File: src/rtl/core/assert_macros.svh
// Assertion macros shared by the RTL.
`ifndef ASSERT_MACROS_SVH
`define ASSERT_MACROS_SVH
// Implication checked on every clock edge outside reset.
`define ASSERT_IMPL(lbl, clk, rst_n, ante, cons) \
    lbl: assert property (@(posedge clk) disable iff (!rst_n) (ante) |-> (cons)) \
        else $error("assertion failed");
// Next-cycle implication checked outside reset.
`define ASSERT_NEXT(lbl, clk, rst_n, ante, cons) \
    lbl: assert property (@(posedge clk) disable iff (!rst_n) (ante) |=> (cons)) \
        else $error("assertion failed");
`endif

File: src/rtl/core/rrd_pkg.sv
// Package: types, constants and CRC helper for the response deframer.
`timescale 1ns / 1ps
package rrd_pkg;
    localparam int MAX_FRAME_DEF = 262;

    localparam logic [3:0] CLS_TAG       = 4'd0;
    localparam logic [3:0] CLS_KEEPALIVE = 4'd1;
    localparam logic [3:0] CLS_THROTTLE  = 4'd2;
    localparam logic [3:0] CLS_TEMP      = 4'd3;
    localparam logic [3:0] CLS_UNKNOWN   = 4'd4;
    localparam logic [3:0] CLS_CRC_ERR   = 4'd5;
    localparam logic [3:0] CLS_BAD_OP    = 4'd6;
    localparam logic [3:0] CLS_TIMEOUT   = 4'd7;
    localparam logic [3:0] CLS_STARTUP   = 4'd8;
    localparam logic [3:0] CLS_OVERSIZE  = 4'd9;

    localparam logic [2:0] REG_HEADER  = 3'd0;
    localparam logic [2:0] REG_TIMEOUT = 3'd1;
    localparam logic [2:0] REG_TAG_OP  = 3'd2;
    localparam logic [2:0] REG_START   = 3'd3;
    localparam logic [2:0] REG_MAXLEN  = 3'd4;

    localparam logic [15:0] STAT_KEEPALIVE = 16'h0400;
    localparam logic [15:0] STAT_THROTTLE  = 16'h0504;
    localparam logic [7:0]  LEN_UNKNOWN    = 8'h08;
    localparam logic [7:0]  LEN_TEMP       = 8'h0a;

    typedef struct packed {
        logic [3:0]  frame_class;
        logic [7:0]  opcode_seen;
        logic [7:0]  length_seen;
        logic [15:0] status_word;
        logic [7:0]  rssi_dbm;
        logic [23:0] frequency_khz;
        logic [31:0] timestamp_ms;
        logic [13:0] tag_data_bytes;
        logic [7:0]  epc_bytes;
    } t_result;

    typedef struct packed {
        logic [7:0] header_byte;
        logic [7:0] timeout_marker;
        logic [7:0] tag_read_opcode;
        logic [7:0] startup_opcode;
        logic [8:0] max_frame_bytes;
    } t_cfg;

    function automatic logic [15:0] crc_nib(input logic [15:0] c, input logic [3:0] n);
        logic [15:0] t;
        logic [3:0]  top;
        top = c[15:12];
        t = 16'h0000;
        for (int i = 0; i < 4; i++) begin
            if (top[i]) t = t ^ (16'h1021 << i);
        end
        return {c[11:0], n} ^ t;
    endfunction
endpackage

File: src/rtl/core/rrd_front.sv
// Front end: frame tracking, CRC, field capture and classification.
`timescale 1ns / 1ps
module rrd_front #(
    parameter int MAX_FRAME = rrd_pkg::MAX_FRAME_DEF
) (
    input  logic             i_clk,
    input  logic             i_rst_n,
    input  logic             i_valid,
    input  logic [7:0]       i_byte,
    input  rrd_pkg::t_cfg    i_cfg,
    output logic             o_res_valid,
    output rrd_pkg::t_result o_res
);
    import rrd_pkg::*;

    logic        r_in_frame;
    logic [8:0]  r_off;
    logic [15:0] r_crc;
    logic [7:0]  r_len, r_op, r_rssi, r_crch;
    logic [15:0] r_stat, r_tag, r_epc;
    logic [23:0] r_freq;
    logic [31:0] r_time;

    logic [9:0]  body_end;
    logic [9:0]  tot;
    logic [13:0] tag_b;
    logic [14:0] epc_at;
    logic [15:0] crc_nx;
    logic [12:0] q;
    logic [7:0]  epc_e;
    logic [3:0]  cls;

    assign body_end = {2'b00, (r_off == 9'd1) ? i_byte : r_len} + 10'd4;
    assign tot      = {2'b00, i_byte} + 10'd7;
    assign tag_b    = 14'((17'(r_tag) + 17'd7) >> 3);
    assign epc_at   = {1'b0, tag_b} + 15'd27;
    assign crc_nx   = crc_nib(crc_nib(r_crc, i_byte[7:4]), i_byte[3:0]);
    assign q        = r_epc[15:3];
    assign epc_e    = (q > 13'd259) ? 8'd255 : (q > 13'd4) ? 8'(q - 13'd4) : 8'd0;

    always_comb begin
        if (r_crch != r_crc[15:8] || i_byte != r_crc[7:0]) cls = CLS_CRC_ERR;
        else if (r_op == i_cfg.startup_opcode) cls = CLS_STARTUP;
        else if (r_op != i_cfg.tag_read_opcode) cls = CLS_BAD_OP;
        else if (r_len == 8'd0)
            cls = (r_stat == STAT_KEEPALIVE) ? CLS_KEEPALIVE :
                  (r_stat == STAT_THROTTLE) ? CLS_THROTTLE : CLS_UNKNOWN;
        else if (r_len == LEN_UNKNOWN) cls = CLS_UNKNOWN;
        else if (r_len == LEN_TEMP) cls = CLS_TEMP;
        else cls = CLS_TAG;
    end

    always_ff @(posedge i_clk) begin
        o_res_valid <= 1'b0;
        if (!i_rst_n) begin
            r_in_frame <= 1'b0;
            r_off <= '0;
            r_crc <= 16'hFFFF;
            {r_len, r_op, r_rssi, r_crch, r_stat, r_tag, r_epc, r_freq, r_time} <= '0;
        end else if (i_valid) begin
            if (!r_in_frame) begin
                if (i_byte == i_cfg.header_byte) begin
                    r_in_frame <= 1'b1;
                    r_off <= 9'd1;
                    r_crc <= 16'hFFFF;
                    {r_len, r_op, r_rssi, r_crch, r_stat, r_tag, r_epc, r_freq, r_time} <= '0;
                end else if (i_byte == i_cfg.timeout_marker) begin
                    {r_len, r_op, r_rssi, r_crch, r_stat, r_tag, r_epc, r_freq, r_time} <= '0;
                    o_res_valid <= 1'b1;
                    o_res <= '{CLS_TIMEOUT, 8'd0, 8'd0, 16'd0, 8'd0, 24'd0, 32'd0,
                               14'd0, 8'd0};
                end
            end else if (r_off == 9'd1 && (tot > {1'b0, i_cfg.max_frame_bytes} ||
                         tot > 10'(MAX_FRAME))) begin
                r_len <= i_byte;
                r_in_frame <= 1'b0;
                r_off <= '0;
                o_res_valid <= 1'b1;
                o_res <= '{CLS_OVERSIZE, 8'd0, i_byte, 16'd0, 8'd0, 24'd0, 32'd0,
                           14'd0, 8'd0};
            end else if ({1'b0, r_off} <= body_end) begin
                r_crc <= crc_nx;
                r_off <= r_off + 9'd1;
                if (r_off == 9'd1) r_len <= i_byte;
                if (r_off == 9'd2) r_op <= i_byte;
                if (r_off == 9'd3) r_stat[15:8] <= i_byte;
                if (r_off == 9'd4) r_stat[7:0] <= i_byte;
                if (r_off == 9'd12) r_rssi <= i_byte;
                if (r_off >= 9'd14 && r_off <= 9'd16) r_freq <= {r_freq[15:0], i_byte};
                if (r_off >= 9'd17 && r_off <= 9'd20) r_time <= {r_time[23:0], i_byte};
                if (r_off == 9'd24 || r_off == 9'd25) r_tag <= {r_tag[7:0], i_byte};
                if (r_off >= 9'd27 && ({6'd0, r_off} == epc_at ||
                    {6'd0, r_off} == epc_at + 15'd1))
                    r_epc <= {r_epc[7:0], i_byte};
            end else if ({1'b0, r_off} == body_end + 10'd1) begin
                r_crch <= i_byte;
                r_off <= r_off + 9'd1;
            end else begin
                r_in_frame <= 1'b0;
                r_off <= '0;
                r_crc <= 16'hFFFF;
                o_res_valid <= 1'b1;
                o_res <= '{cls, r_op, r_len, r_stat, r_rssi, r_freq, r_time, tag_b, epc_e};
            end
        end
    end
endmodule

File: src/rtl/core/rrd_queue.sv
// Result queue between the front end and the output port.
`timescale 1ns / 1ps
module rrd_queue (
    input  logic             i_clk,
    input  logic             i_rst_n,
    input  logic             i_wr,
    input  rrd_pkg::t_result i_data,
    output logic [1:0]       o_count,
    output logic             o_valid,
    output rrd_pkg::t_result o_data,
    input  logic             i_rd
);
    import rrd_pkg::*;
    t_result    r_mem [4];
    logic [1:0] r_wp, r_rp;
    logic [2:0] r_cnt;
    logic       rd;

    assign rd      = i_rd && (r_cnt != 3'd0);
    assign o_valid = (r_cnt != 3'd0);
    assign o_data  = r_mem[r_rp];
    assign o_count = (r_cnt > 3'd2) ? 2'd3 : r_cnt[1:0];

    always_ff @(posedge i_clk) begin
        if (i_wr) r_mem[r_wp] <= i_data;
    end

    always_ff @(posedge i_clk) begin
        if (!i_rst_n) begin
            r_wp <= '0;
            r_rp <= '0;
            r_cnt <= '0;
        end else begin
            if (i_wr) r_wp <= r_wp + 2'd1;
            if (rd) r_rp <= r_rp + 2'd1;
            r_cnt <= r_cnt + {2'b00, i_wr} - {2'b00, rd};
        end
    end
endmodule

File: src/rtl/core/reader_response_deframer.sv
// Top level of the reader response deframer.
//   channel  | direction | handshake
//   s_axis   | in        | rx byte words
//   m_axis   | out       | frame results
//   apb      | in        | configuration registers
// One byte is taken per cycle while s_axis_tready is high; the front end keeps up.
// A result is registered by the front end and then offered through a 4-entry queue.
// Input stalls only when the queue holds 2 or more results (one may be in flight).
// Reset is synchronous and active low; registers return to their listed defaults.
`timescale 1ns / 1ps
`include "assert_macros.svh"
module reader_response_deframer #(
    parameter int MAX_FRAME = rrd_pkg::MAX_FRAME_DEF
) (
    input  logic         i_clk,
    input  logic         i_rst_n,
    input  logic         s_axis_tvalid,
    output logic         s_axis_tready,
    input  logic [7:0]   s_axis_tdata,   // rx_byte
    output logic         m_axis_tvalid,
    input  logic         m_axis_tready,
    // frame_class, opcode_seen, length_seen, status_word, rssi_dbm,
    // frequency_khz, timestamp_ms, tag_data_bytes, epc_bytes, zero pad
    output logic [127:0] m_axis_tdata,
    input  logic         psel,
    input  logic         penable,
    input  logic         pwrite,
    input  logic [4:0]   paddr,
    input  logic [31:0]  pwdata,
    output logic [31:0]  prdata,
    output logic         pready
);
    import rrd_pkg::*;

    t_cfg       r_cfg;
    logic       f_valid;
    t_result    f_res, q_res;
    logic [1:0] q_cnt;
    logic       q_valid;
    logic       wr_en;

    assign pready = 1'b1;
    assign wr_en  = psel && penable && pwrite;

    always_ff @(posedge i_clk) begin
        if (!i_rst_n) begin
            r_cfg <= '{8'hFF, 8'h00, 8'h22, 8'h00, 9'd255};
        end else if (wr_en) begin
            unique case (paddr[4:2])
                REG_HEADER:  r_cfg.header_byte <= pwdata[7:0];
                REG_TIMEOUT: r_cfg.timeout_marker <= pwdata[7:0];
                REG_TAG_OP:  r_cfg.tag_read_opcode <= pwdata[7:0];
                REG_START:   r_cfg.startup_opcode <= pwdata[7:0];
                REG_MAXLEN:  r_cfg.max_frame_bytes <= pwdata[8:0];
                default: ;
            endcase
        end
    end

    always_comb begin
        unique case (paddr[4:2])
            REG_HEADER:  prdata = {24'd0, r_cfg.header_byte};
            REG_TIMEOUT: prdata = {24'd0, r_cfg.timeout_marker};
            REG_TAG_OP:  prdata = {24'd0, r_cfg.tag_read_opcode};
            REG_START:   prdata = {24'd0, r_cfg.startup_opcode};
            REG_MAXLEN:  prdata = {23'd0, r_cfg.max_frame_bytes};
            default:     prdata = 32'd0;
        endcase
    end

    assign s_axis_tready = (q_cnt < 2'd2);

    rrd_front #(.MAX_FRAME(MAX_FRAME)) u_front (
        .i_clk, .i_rst_n,
        .i_valid(s_axis_tvalid && s_axis_tready),
        .i_byte(s_axis_tdata),
        .i_cfg(r_cfg),
        .o_res_valid(f_valid),
        .o_res(f_res)
    );

    rrd_queue u_queue (
        .i_clk, .i_rst_n,
        .i_wr(f_valid), .i_data(f_res),
        .o_count(q_cnt), .o_valid(q_valid), .o_data(q_res),
        .i_rd(m_axis_tready)
    );

    assign m_axis_tvalid = q_valid;
    assign m_axis_tdata = {6'd0, q_res.epc_bytes, q_res.tag_data_bytes,
                           q_res.timestamp_ms, q_res.frequency_khz, q_res.rssi_dbm,
                           q_res.status_word, q_res.length_seen, q_res.opcode_seen,
                           q_res.frame_class};

    `ASSERT_IMPL(a_class_range, i_clk, i_rst_n, m_axis_tvalid, m_axis_tdata[3:0] <= CLS_OVERSIZE)
    `ASSERT_NEXT(a_result_held, i_clk, i_rst_n, m_axis_tvalid && !m_axis_tready, m_axis_tvalid)
    `ASSERT_IMPL(a_no_full_accept, i_clk, i_rst_n, q_cnt == 2'd3, !s_axis_tready)
endmodule

File: config.mk
export PLATFORM = sky130hd
export DESIGN_NAME = reader_response_deframer
export DESIGN_NICKNAME = d
export VERILOG_FILES = /design/src/rtl/core/rrd_pkg.sv /design/src/rtl/core/rrd_front.sv /design/src/rtl/core/rrd_queue.sv /design/src/rtl/core/reader_response_deframer.sv
export VERILOG_INCLUDE_DIRS = /design/src /design/src/rtl/core
export SDC_FILE = /design/constraint.sdc
export NUM_CORES = 1
export LEC_CHECK = 0
export BUFFER_PORTS_ARGS = -buffer_cell sky130_fd_sc_hd__buf_2
export CORE_AREA = 2 2 293 295
export CTS_BUF_LIST = sky130_fd_sc_hd__clkbuf_4
export CTS_CLUSTER_DIAMETER = 200
export DETAILED_ROUTE_END_ITERATION = 10
export DIE_AREA = 0 0 295 297
export GPL_TIMING_DRIVEN = 0
export SETUP_SLACK_MARGIN = 0.02
export SLEW_MARGIN = 5
export SYNTH_ARGS = -nofsm -noshare
export SYNTH_HDL_FRONTEND = slang
export SYNTH_SLANG_ARGS = --single-unit
File: constraint.sdc
create_clock -name i_clk -period 14.2 [get_ports i_clk]
set_input_delay 2.84 -clock i_clk [delete_from_list [all_inputs] [get_ports i_clk]]
set_output_delay 2.84 -clock i_clk [all_outputs]
set_load 0.005 [all_outputs]
==> summary.md <==
| Metric | Value |
|---|---|
| Worst VDD drop | `0.0000799 V` |
| Average cell area after synthesis | `14.2 um^2` |
| Final Cycle Share | `0.540` |
| Worst R2R End | `u_front.r_freq[23]` |
| Core area | `between 0.08 and 0.09 mm^2` |
| Unrepaired setup endpoints after global routing | `no` |
| Setup ws final | `around 6.5 ns` |
| First drt pass iteration count | `5` |
| H-tree depth | `4` |
| Critical Path RT | `11.36 ns` |
| Post-CTS setup buffers | `0` |
| CP max-delay cell | `clkbuf_1` |
| LEAKAGE | `~15 nW` |
| Commonest non-fill, non-tap cell in the layout | `edfxtp_1` |
| Post-route antenna net violation count | `0` |
| Layout net count | `2,917` |
| Vias | `21.3k` |
| Setup CP Type | `input pin to output pin` |
| Hold Path Cell Cnt | `2` |
| # DRC | `0` |
| Worst reg2reg path startpoint | `u_front.r_off[1]` |
| CTS sink cnt | `823` |
| Outcome | `complete, no violations` |
| Fraction of layout cells with a size suffix above 1 | `0.238` |
| Max Cap Viol | `0` |
| Top FF cell, synth | `edfxtp_1` |
| Standard-cell row count | `roughly 110` |
| Syn Inst Count | `2,426` |
| Nature of the critical path endpoint | `output pin` |
| Slew at the pin closest to its max-slew limit | `1.18 ns` |
| Layout area overhead | `15.6%` |
| Overflow after GRT | `0` |
| Synth warnings | `0` |
| Worst-case clock buffer depth | `3` |
| Worst min-delay path category | `flip-flop to flip-flop` |
| Clk slew on worst S/H paths | `0.07 ns` |
| Gates resized, CTS repair | `0` |
| Hold Path Origin | `u_front.r_time[30]` |
| Largest net degree at the start of global routing | `51` |
| Vias in the first global route | `21.9k` |
| Post-CTS Hold Buffers | `0` |
| Initial Util | `0.407` |
| DPL Wire Length | `56,100 um` |
| First-pass GRT wire length | `126,000 um` |
| Fin. Hold Viols | `0` |
| Post-synth EDFFs | `between 600 and 700` |
| Filler cells | `between 7k and 8k` |
| Io pins | `between 200 and 250` |
| WL per Instance | `19.8 um` |
| Worst-path cell chain | `buf_2 > clkbuf_1 > clkbuf_1 > mux2i_1 > nor2_1 > a21oi_1 > o22ai_1 > buf_2` |
| R2R Setup Slk | `7.62 ns` |
| Synth async-reset ratio | `0` |
| Total CTS buffers | `200` |
| Max Clk Rate | `0.130 GHz` |
| Slew Viols, Final | `0` |
| WP data arrival | `4.83 ns` |
| M1 GR Usage | `0.237` |
| GPL Wtd Cong | `between 0.8 and 0.9` |
| Post-synthesis sequential area ratio | `0.657` |
| Met2 usage | `0.313` |
| Die area | `a little under 0.09 mm^2` |
| CTS tree | `built` |
| Synthesized flop and latch total | `823` |
| PortBufs | `157` |
| Critical-path maximum fanout | `10` |
| Met3 Use GR | `0.0468` |
| Root Buffer | `clkbuf_4` |
| Synth Cell Area | `0.0344 mm^2` |
| Clock Skew | `~0.050 ns` |
| R2R depth | `20` |
| Hold WS | `0.447 ns` |
| Distinct cell type count after synthesis | `81` |
| Endpoint, Worst Hold | `u_front.r_time[30]` |
| Rel. slew slack | `0.211` |
| Drt initial violations | `1,239` |
| CP max stage delay | `just over 0.6 ns` |
| Initial antenna violation count | `7` |
| Die X | `approximately 300 um` |
| Dpl ws | `about 6.0 ns` |
| Die Height | `297 um` |
| Top Usage Layer GRT | `met2` |
| Final min period | `7.67 ns` |
| Final WL | `approximately 80,000 um` |
| Sum Neg Setup Slack | `0 ns` |
| Commonest cells after routing, fill and taps aside | `edfxtp_1, clkbuf_4, nand2_1` |
| Final setup fails | `0` |
| Pwr dens | `130 mW/mm^2` |
| Worst setup SP type | `input pin` |
| GRT Overall Usage | `0.187` |
| Clk_lat worst skew | `1.03 ns` |
| Vias per std cell | `5.14` |
cell usage after synthesis (8+ instances only):
cell,number,share of area
or3_1,10,0.0018
a22o_1,9,0.0023
nand2_1,214,0.023
buf_4,33,0.0072
ha_1,39,0.014
nor4_1,16,0.0029
and3_1,9,0.0016
a21o_1,15,0.0033
o211ai_1,8,0.0017
nor3_1,22,0.0032
o21ai_0,26,0.0038
o22ai_1,15,0.0027
buf_2,9,0.0013
clkbuf_1,112,0.012
a21oi_1,109,0.016
o31a_1,10,0.0025
nand3_1,96,0.014
buf_1,31,0.0034
nand4_1,33,0.0060
inv_1,34,0.0037
mux2i_1,97,0.028
dfxtp_1,213,0.12
nor2_1,155,0.017
xor2_1,55,0.014
nand2b_1,8,0.0015
edfxtp_1,610,0.53
mux4_2,123,0.081
and2_1,106,0.019
xnor2_1,95,0.024
state kept, by name (all words and copies together) (netlist names), 8 cells and up, named ones only:
signal and count:
u_front.r_freq 24, u_front.r_tag 16, u_front.r_crch 8, u_front.r_crc 16
u_front.r_stat 16, u_front.r_epc 16, u_queue.r_mem 488, u_front.o_res 122
u_front.r_op 8, u_front.r_len 8, u_front.r_off 9, u_front.r_rssi 8
r_cfg 41, u_front.r_time 32
cell type report:
cell class              count  area [um^2]  area share
plain buffers             187          852      0.0215
clock inverters            51          292     0.00734
multi-input cells        1409        10900       0.275
well taps                1144         1430      0.0361
flip-flops and latches    823        22600       0.569
diodes                      5         12.5    0.000315
clock buffers             319         2390      0.0603
repair buffers            169         1080      0.0272
inverters                  35          131     0.00331
power breakdown:
part	leakage [nW]	switching (mW)	internal (mW)	total [mW]
clock network	1.62	0.906	1.07	1.98
registers	8.11	0.00439	2.56	2.56
logic	5.14	0.323	0.312	0.635
total	14.9	1.23	3.94	5.17
cell families (layout without fill, tap and decap cells):
kind of cell | after synthesis | after routing | synth area share
AO/OA/AOI/OAI | 253 | 253 | 0.0473
adder cells (fa/ha/maj) | 41 | 41 | 0.0151
other | 2 | 35 | 0.000219
XOR/XNOR | 154 | 154 | 0.0405
AND/OR/NAND/NOR | 706 | 706 | 0.0999
buffers and inverters | 222 | 761 | 0.0286
flip-flops | 823 | 823 | 0.657
multiplexers | 225 | 225 | 0.111
metrics by stage:
step | power (mW) | cell area, um^2 | std cells | util
after floorplan | 3.02 | 34500 | 2454 | -
after global placement | 3.27 | 36700 | 3755 | 0.434
after detailed placement | 3.27 | 37000 | 3767 | 0.438
after CTS | 5.26 | 39700 | 4137 | 0.470
after global routing | 5.42 | 39700 | 4139 | 0.470
final | 5.17 | 39700 | 4142 | 0.470
critical path, delay by kind of cell:
family                 cells  cell delay, ns
buffers and inverters      4            1.32
AO/OA/AOI/OAI              2            0.38
multiplexers               1            0.16
AND/OR/NAND/NOR            1            0.11
per-layer routing:
metal | up-vias | share of wire | wire [um]
li1 | 9870 | - | -
met5 | - | 0.00072 | 59
met4 | 10 | 0.020 | 1670
met1 | 10700 | 0.42 | 34300
met2 | 626 | 0.50 | 40900
met3 | 112 | 0.060 | 4900
worst max-delay path by stage:
| stage | start | to | depth (start not counted) |
|---|---|---|---|
| floorplan | s_axis_tdata[2] | u_front.o_res[0] | 15 |
| global placement | s_axis_tdata[2] | u_front.o_res[19] | 16 |
| detailed placement | s_axis_tdata[2] | u_front.r_freq[23] | 17 |
| CTS | paddr[3] | prdata[5] | 8 |
| global route | paddr[3] | prdata[5] | 8 |
| finish | paddr[3] | prdata[5] | 8 |
Power figures use the tool's default switching activity.
